[config.mk]
export PLATFORM = sky130hd
export DESIGN_NAME = stable_priority_queue_top
export DESIGN_NICKNAME = d
export VERILOG_FILES = /design/src/rtl/core/spq_pkg.sv /design/src/rtl/core/stable_priority_queue_top.sv /design/src/rtl/core/spq_ctrl.sv /design/src/rtl/core/spq_datapath.sv
export SDC_FILE = /design/constraint.sdc
export NUM_CORES = 2
export LEC_CHECK = 0
export ABC_CLOCK_PERIOD_IN_PS = 11100
export BUFFER_PORTS_ARGS = -buffer_cell sky130_fd_sc_hd__clkbuf_2
export CORE_ASPECT_RATIO = 0.75
export CORE_MARGIN = 2
export CORE_UTILIZATION = 65
export DETAILED_ROUTE_END_ITERATION = 8
export MAX_ROUTING_LAYER = met4
export PLACE_DENSITY = 0.88
export REMOVE_ABC_BUFFERS = 1
export SLEW_MARGIN = 40
export SYNTH_ARGS = -nofsm -noshare
export SYNTH_HDL_FRONTEND = slang
export SYNTH_SLANG_ARGS = --single-unit
[constraint.sdc]
create_clock -name clk -period 11.1 [get_ports clk]
set_clock_uncertainty 0.1 [all_clocks]
set_input_delay 2.22 -clock clk [delete_from_list [all_inputs] [get_ports clk]]
set_output_delay 2.22 -clock clk [all_outputs]
set_load 0.02 [all_outputs]
[src/rtl/core/spq_pkg.sv]
// Package: sizes, codes and controller-to-datapath command struct of the priority queue.
`timescale 1ns / 1ps
`default_nettype none

package spq_pkg;

    localparam int CAPACITY = 16;
    localparam int COUNT_W  = $clog2(CAPACITY + 1);
    localparam int DATA_W   = 32;
    localparam int PRI_W    = 32;
    localparam int OCC_W    = 5;

    // occupancy field carries the count modulo 2**OCC_W
    localparam logic [OCC_W-1:0] OCC_FULL = OCC_W'(CAPACITY);

    localparam logic ACT_INSERT = 1'b0;
    localparam logic ACT_REMOVE = 1'b1;

    typedef enum logic [1:0] {
        ST_INSERTED = 2'd0,
        ST_REMOVED  = 2'd1,
        ST_EMPTY    = 2'd2,
        ST_FULL     = 2'd3
    } status_t;

    typedef struct packed {
        logic capture;  // latch the input beat
        logic commit;   // apply the request to the store, load the result
    } cmd_t;

endpackage

`default_nettype wire

[src/rtl/core/stable_priority_queue_top.sv]
// Top level of the stable bounded priority queue.
//
// Usage:
//   Input channel (in_valid/in_ready) carries one request per beat:
//   action 0 inserts (item_data, item_priority), action 1 removes the front.
//   Smaller priority is served first; equal priorities leave in arrival order.
//   Output channel (out_valid/out_ready) returns one result beat per request:
//   removed data and priority (zero unless a remove succeeded), status
//   (inserted, removed, empty on remove, full on insert) and occupancy after it.
// Sequencing:
//   The request is registered at the accepting edge and committed to the
//   sorted cell chain once the result register is free; out_valid rises
//   with the commit. The next request is not accepted before that commit:
//   in_ready stays low while the input register holds the request.
// Reset:
//   rst_n clears the entry count (queue empty) and the handshake state;
//   in_ready is high right after reset.
// Stall:
//   The result register holds while out_ready is low. One more request can be
//   accepted meanwhile; it waits in the input register until the result drains.
`timescale 1ns / 1ps
`default_nettype none

module stable_priority_queue_top (
    input  wire logic                               clk,
    input  wire logic                               rst_n,
    input  wire logic                               in_valid,
    output logic                                    in_ready,
    input  wire logic                               action,
    input  wire logic signed [spq_pkg::DATA_W-1:0]  item_data,
    input  wire logic signed [spq_pkg::PRI_W-1:0]   item_priority,
    output logic                                    out_valid,
    input  wire logic                               out_ready,
    output logic signed [spq_pkg::DATA_W-1:0]       out_data,
    output logic signed [spq_pkg::PRI_W-1:0]        out_priority,
    output logic [1:0]                              status,
    output logic [spq_pkg::OCC_W-1:0]               occupancy
);

    // capture/commit strobes from the controller to the datapath
    spq_pkg::cmd_t cmd;

    spq_ctrl u_ctrl (
        .clk       (clk),
        .rst_n     (rst_n),
        .in_valid  (in_valid),
        .in_ready  (in_ready),
        .out_valid (out_valid),
        .out_ready (out_ready),
        .cmd       (cmd)
    );

    // sorted store: insert drops the new pair behind every entry with
    // priority <= its own; remove shifts the whole chain one cell forward
    spq_datapath u_dp (
        .clk           (clk),
        .rst_n         (rst_n),
        .cmd           (cmd),
        .action        (action),
        .item_data     (item_data),
        .item_priority (item_priority),
        .out_data      (out_data),
        .out_priority  (out_priority),
        .status        (status),
        .occupancy     (occupancy)
    );

endmodule

`default_nettype wire

[src/rtl/core/spq_ctrl.sv]
// Controller: handshake state machine that sequences capture and commit.
`timescale 1ns / 1ps
`default_nettype none

module spq_ctrl (
    input  wire logic          clk,
    input  wire logic          rst_n,
    input  wire logic          in_valid,
    output logic               in_ready,
    output logic               out_valid,
    input  wire logic          out_ready,
    output spq_pkg::cmd_t      cmd
);

    typedef enum logic {
        S_IDLE,
        S_EXEC
    } state_t;

    state_t state_reg;
    state_t state_next;
    logic   in_ready_reg;
    logic   in_ready_next;
    logic   out_valid_reg;
    logic   out_valid_next;
    logic   accept;
    logic   out_free;
    logic   commit;

    assign accept   = in_valid && in_ready_reg;
    assign out_free = !out_valid_reg || out_ready;
    assign commit   = (state_reg == S_EXEC) && out_free;

    always_comb
    begin
        state_next     = state_reg;
        in_ready_next  = in_ready_reg;
        out_valid_next = (out_valid_reg && !out_ready) || commit;
        case (state_reg)
            S_IDLE:
            begin
                if (accept)
                begin
                    state_next    = S_EXEC;
                    in_ready_next = 1'b0;
                end
            end
            S_EXEC:
            begin
                if (commit)
                begin
                    state_next    = S_IDLE;
                    in_ready_next = 1'b1;
                end
            end
            default:
            begin
                state_next    = S_IDLE;
                in_ready_next = 1'b1;
            end
        endcase
    end

    always_ff @(posedge clk or negedge rst_n)
    begin
        if (!rst_n)
        begin
            state_reg     <= S_IDLE;
            in_ready_reg  <= 1'b1;
            out_valid_reg <= 1'b0;
        end
        else
        begin
            state_reg     <= state_next;
            in_ready_reg  <= in_ready_next;
            out_valid_reg <= out_valid_next;
        end
    end

    assign in_ready    = in_ready_reg;
    assign out_valid   = out_valid_reg;
    assign cmd.capture = accept;
    assign cmd.commit  = commit;

endmodule

`default_nettype wire

[src/rtl/core/spq_datapath.sv]
// Datapath: input register, sorted shift-register cell chain, count and result register.
`timescale 1ns / 1ps
`default_nettype none

module spq_datapath (
    input  wire logic                               clk,
    input  wire logic                               rst_n,
    input  wire spq_pkg::cmd_t                      cmd,
    input  wire logic                               action,
    input  wire logic signed [spq_pkg::DATA_W-1:0]  item_data,
    input  wire logic signed [spq_pkg::PRI_W-1:0]   item_priority,
    output logic signed [spq_pkg::DATA_W-1:0]       out_data,
    output logic signed [spq_pkg::PRI_W-1:0]        out_priority,
    output logic [1:0]                              status,
    output logic [spq_pkg::OCC_W-1:0]               occupancy
);

    localparam int CAP = spq_pkg::CAPACITY;
    localparam int CW  = spq_pkg::COUNT_W;

    // captured request
    logic                              act_reg;
    logic signed [spq_pkg::DATA_W-1:0] din_data_reg;
    logic signed [spq_pkg::PRI_W-1:0]  din_pri_reg;

    // cell 0 is the front of the queue
    logic signed [spq_pkg::DATA_W-1:0] cell_data_reg [CAP];
    logic signed [spq_pkg::PRI_W-1:0]  cell_pri_reg  [CAP];
    logic signed [spq_pkg::DATA_W-1:0] ins_data      [CAP];
    logic signed [spq_pkg::PRI_W-1:0]  ins_pri       [CAP];
    logic signed [spq_pkg::DATA_W-1:0] rem_data      [CAP];
    logic signed [spq_pkg::PRI_W-1:0]  rem_pri       [CAP];
    logic [CAP-1:0]                    stay;

    logic [CW-1:0] count_reg;
    logic [CW-1:0] count_next;

    logic signed [spq_pkg::DATA_W-1:0] out_data_reg;
    logic signed [spq_pkg::DATA_W-1:0] out_data_next;
    logic signed [spq_pkg::PRI_W-1:0]  out_pri_reg;
    logic signed [spq_pkg::PRI_W-1:0]  out_pri_next;
    spq_pkg::status_t                  status_reg;
    spq_pkg::status_t                  status_next;

    logic full;
    logic empty;
    logic do_insert;
    logic do_remove;

    assign full      = (count_reg == CW'(CAP));
    assign empty     = (count_reg == '0);
    assign do_insert = (act_reg == spq_pkg::ACT_INSERT) && !full;
    assign do_remove = (act_reg == spq_pkg::ACT_REMOVE) && !empty;

    always_ff @(posedge clk)
    begin
        if (cmd.capture)
        begin
            act_reg      <= action;
            din_data_reg <= item_data;
            din_pri_reg  <= item_priority;
        end
    end

    for (genvar g = 0; g < CAP; g++) begin : g_cell
        localparam logic [CW-1:0] IDX = CW'(g);

        // held entry at or ahead of the new priority keeps its place (FIFO on ties)
        assign stay[g] = (IDX < count_reg) && (cell_pri_reg[g] <= din_pri_reg);

        if (g == 0) begin : g_head
            assign ins_data[g] = stay[g] ? cell_data_reg[g] : din_data_reg;
            assign ins_pri[g]  = stay[g] ? cell_pri_reg[g]  : din_pri_reg;
        end
        else begin : g_body
            assign ins_data[g] = stay[g]     ? cell_data_reg[g]   :
                                 stay[g - 1] ? din_data_reg       : cell_data_reg[g - 1];
            assign ins_pri[g]  = stay[g]     ? cell_pri_reg[g]    :
                                 stay[g - 1] ? din_pri_reg        : cell_pri_reg[g - 1];
        end

        if (g == CAP - 1) begin : g_tail
            assign rem_data[g] = cell_data_reg[g];
            assign rem_pri[g]  = cell_pri_reg[g];
        end
        else begin : g_mid
            assign rem_data[g] = cell_data_reg[g + 1];
            assign rem_pri[g]  = cell_pri_reg[g + 1];
        end

        always_ff @(posedge clk)
        begin
            if (cmd.commit && do_insert)
            begin
                cell_data_reg[g] <= ins_data[g];
                cell_pri_reg[g]  <= ins_pri[g];
            end
            else if (cmd.commit && do_remove)
            begin
                cell_data_reg[g] <= rem_data[g];
                cell_pri_reg[g]  <= rem_pri[g];
            end
        end
    end

    always_comb
    begin
        count_next    = count_reg;
        out_data_next = '0;
        out_pri_next  = '0;
        if (act_reg == spq_pkg::ACT_INSERT)
        begin
            if (full)
            begin
                status_next = spq_pkg::ST_FULL;
            end
            else
            begin
                status_next = spq_pkg::ST_INSERTED;
                count_next  = count_reg + CW'(1);
            end
        end
        else
        begin
            if (empty)
            begin
                status_next = spq_pkg::ST_EMPTY;
            end
            else
            begin
                status_next   = spq_pkg::ST_REMOVED;
                count_next    = count_reg - CW'(1);
                out_data_next = cell_data_reg[0];
                out_pri_next  = cell_pri_reg[0];
            end
        end
    end

    always_ff @(posedge clk or negedge rst_n)
    begin
        if (!rst_n)
        begin
            count_reg <= '0;
        end
        else if (cmd.commit)
        begin
            count_reg <= count_next;
        end
    end

    always_ff @(posedge clk)
    begin
        if (cmd.commit)
        begin
            out_data_reg <= out_data_next;
            out_pri_reg  <= out_pri_next;
            status_reg   <= status_next;
            occupancy    <= spq_pkg::OCC_W'(count_next);
        end
    end

    assign out_data     = out_data_reg;
    assign out_priority = out_pri_reg;
    assign status       = status_reg;

endmodule

`default_nettype wire

==> run_results.csv <==
group,metric,value,unit
run_status,status,"complete, no violations",
logic_synthesis,synth-main-ff-cell,"edfxtp_1",
worst_setup_path,startpoint_type,"flop",
pwr,vdd_drop_max,0.143,mV
cts,clock_latency,0.76,ns
worst_setup_path,crit_type,"reg2reg",
timing,setup_viol,0,
floorplanning,fp-row-count,101,
worst_setup_path,cp.arrival,6.54,ns
routing,first_pass_iters,9,
cts,cts.path.max_buffers,3,
cts,clk_pin_slew,0.07,ns
worst_setup_path,ff2ff_setup_slack,4.92,ns
worst_setup_path,critPathCaptureType,"flop",
timing,finalHoldViolCount,0,
pwr,power_density,120,mW/mm^2
logic_synthesis,yosysUniqueCellTypes,70,
worst_setup_path,rr_worst_depth,11,
cts,cts_buffers,110,
global_routing,grt_usage,39.6,%
floorplanning,ios,142,
pwr,leakage,0.0263,uW
logic_synthesis,synthSimpleGateAreaFrac,15.1,%
cts,cts_resized,0,
logic_synthesis,synth_top_family_by_area,"simple AND/OR/NAND/NOR gates",
floorplanning,initial_core_util,65.4,%
global_routing,grt_pass1_vias,50752,
finish,final_cells,7428,
logic_synthesis,syn_avg_cell_area,10.8,sq um
logic_synthesis,yosysWarnings,0,
min_path,hold-path-endpoint,"u_ctrl.out_valid$_DFF_PN0_",
logic_synthesis,yosysMostFrequentCell,"nand2_1",
logic_synthesis,synth-xor-area-share,0.0531,%
routing,drc,0,
global_routing,grt_pass1_wl,304000,um
logic_synthesis,netlist_top_cells_area,"edfxtp_1 (53%), ha_1 (9.8%), o211ai_1 (7.4%)",
logic_synthesis,seq_area_frac_synth,53.1,%
logic_synthesis,synth_cells,6130,
logic_synthesis,async_reset_ff_share,0.685,%
timing,tns,0,ns
routing,vias,53976,
min_path,hold_depth,2,
logic_synthesis,synth-compound-area-share,13.6,%
logic_synthesis,yosys.area_share.adder,9.77,%
cts,cts_setup_buffers,0,
worst_setup_path,worstReg2RegEnd,"u_dp.cell_data_reg[0][115]$_DFFE_PP_",
logic_synthesis,synth_largest_area_cell,"edfxtp_1",
cts,hold_buffers,0,
cts,cts_tree,"done",
routing,drt-wirelength-per-cell,27.5,um
placed_design,io_buffers,141,
timing,fmax,162,MHz
logic_synthesis,synth_area,0.0659,sq mm
finish,layout.nets,6575,
finish,area_delta_synth_final,7.84,%
logic_synthesis,synth_edf_count,1160,
worst_setup_path,critPathRequiredTime,11.46,ns
min_path,hold_start,"u_ctrl.state_reg$_DFF_PN0_",
global_routing,grt_max_degree,157,
cts,clock_sinks,1168,
cts,cts-root-buf,"clkbuf_16",
logic_synthesis,netlist.area_leader.share,52.8,%
placed_design,placedCellCount,7215,
routing,ant_nets,0,
floorplanning,die_area,0.104,sq mm
routing,drtIter0Drc,10325,
logic_synthesis,ys_seq_elements,1168,
placed_design,gp_congestion,1.05,
logic_synthesis,synthMuxAreaShare,5.03,%
routing,drt-vias-per-instance,7.27,
cts,cts_max_level,3,
min_path,hold_path_class,"reg2reg",
timing,report.final.slew_viol_count,0,
floorplanning,die_h,280,um
timing,relSlewSlack,32.1,%
timing,tightest_slew,1.01,ns
timing,period_minus_slack,6.18,ns
floorplanning,die_x,372,um
placed_design,hpwlAfterDp,129000,um
floorplanning,core,0.101,sq mm
finish,layout-drive-gt1-share,6.92,%
global_routing,overflow,0,
timing,finalCritPeriodShare,55.7,%
worst_setup_path,path_max_fanout,23,
routing,wirelength,204000,um
logic_synthesis,synthTopCellsByCount,"nand2_1 (1194), edfxtp_1 (1160), nand3_1 (679), o211ai_1 (654), ha_1 (515)",
worst_setup_path,reg2reg_from,"u_dp.din_pri_reg[19]$_DFFE_PP_",
timing,rsz0062_at_grt,"false",
global_routing,antenna_found_initial,7,
job,drv_cap,0,
==> worst max-delay path by stage <==
stage                                         startpoint                                    to  depth (start not counted)
after floorplan                                out_ready  u_dp.cell_data_reg[0][160]$_DFFE_PP_                          5
after CTS                 u_dp.din_pri_reg[19]$_DFFE_PP_  u_dp.cell_data_reg[0][108]$_DFFE_PP_                         11
final                     u_dp.din_pri_reg[19]$_DFFE_PP_  u_dp.cell_data_reg[0][115]$_DFFE_PP_                         11
after global placement                         out_ready     u_dp.cell_pri_reg[9][9]$_DFFE_PP_                          8
after detailed placement                       out_ready  u_dp.cell_data_reg[1][107]$_DFFE_PP_                         11
after global routing      u_dp.din_pri_reg[18]$_DFFE_PP_  u_dp.cell_data_reg[0][115]$_DFFE_PP_                         11
==> metrics by stage <==
stage / setup WS [ns] / hold WS [ns] / total power (uW) / instance area (sq um) / util (%)
floorplan: -20.86 / 0.363 / 4870 / 64000 / -
global placement: 4.48 / 0.383 / 4880 / 67300 / 66.7
detailed placement: 4.91 / 0.402 / 4880 / 67600 / 67.0
CTS: 5.24 / 0.408 / 8520 / 71000 / 70.4
global route: 4.93 / 0.429 / 8680 / 71100 / 70.5
finish: 4.92 / 0.408 / 8530 / 71100 / 70.5
==> area by class of cell <==
type                    count  area, sq um
clock buffers             145         2900
flip-flops and latches   1168        35000
repair buffers            226         1650
multi-input cells        4417        29000
fillers                  6766        29700
diodes                      7         17.5
clock inverters            58          536
inverters                  68          258
well taps                1339         1680
==> routing by layer <==
| metal | GRT usage [%] | vias to the layer above | share of wire, % |
|---|---|---|---|
| met3 | 13.4 | 688 | 17 |
| met5 | - | - | 0 |
| met1 | 54.7 | 25485 | 37 |
| met4 | 16.0 | 0 | 4.3 |
| met2 | 53.7 | 4671 | 42 |
| li1 | - | 23132 | - |
==> logic make-up (layout without fill, tap and decap cells) <==
logic type	after synthesis	count (layout)
DFF	1168	1168
muxes	323	323
and+or+nand+nor	2221	2221
other	0	7
xor gates and xnor gates	4	4
buffers and inverters	545	497
AOI/OAI and AO/OA	1354	1354
adders and majority gates	515	515
==> power breakdown <==
group	total [uW]	switching, uW	leakage, uW	internal (uW)
clock	3740	1750	0.00165	1990
sequential	4770	0.0000000000000104	0.0107	4770
combinational	13.5	5.11	0.0140	8.37
total	8530	1760	0.0263	6770
==> cell usage in the layout (no fill, tap or decap), drive strengths merged, types with 3 or more instances in the layout <==
master and n:
mux2 66, nor3 16, dfrtp 7, and3 67, a21boi 4, o21ai 321
clkinvlp 7, a21oi 195, a221oi 11, a2111oi 9, or2 6, and4 6
a32o 6, mux2i 257, nor4 27, o21a 10, o211ai 654, o31ai 4
a31oi 5, diode 7, nand4 119, clkbuf 286, ha 515, nor4bb 3
bufinv 6, buf 85, o221ai 10, and2 3, a211oi 21, nand2 1194
or4b 5, nor2b 28, a21o 78, nor2 54, nand3 679, inv 70
nand2b 5, clkinv 43, edfxtp 1160, nor3b 3
==> worst max-delay path, cell delays in order (launching register included) <==
cell and delay [ns]:
edfxtp_1 0.55, inv_1 0.41, ha_1 0.45, nand4_1 0.40, nor4_1 0.77, nand2_1 0.33
a31oi_1 0.51, a221o_4 0.59, buf_4 0.66, buf_4 0.65, mux2i_1 0.30, o21ai_1 0.08
No activity file was read; power rests on OpenSTA's default activity.
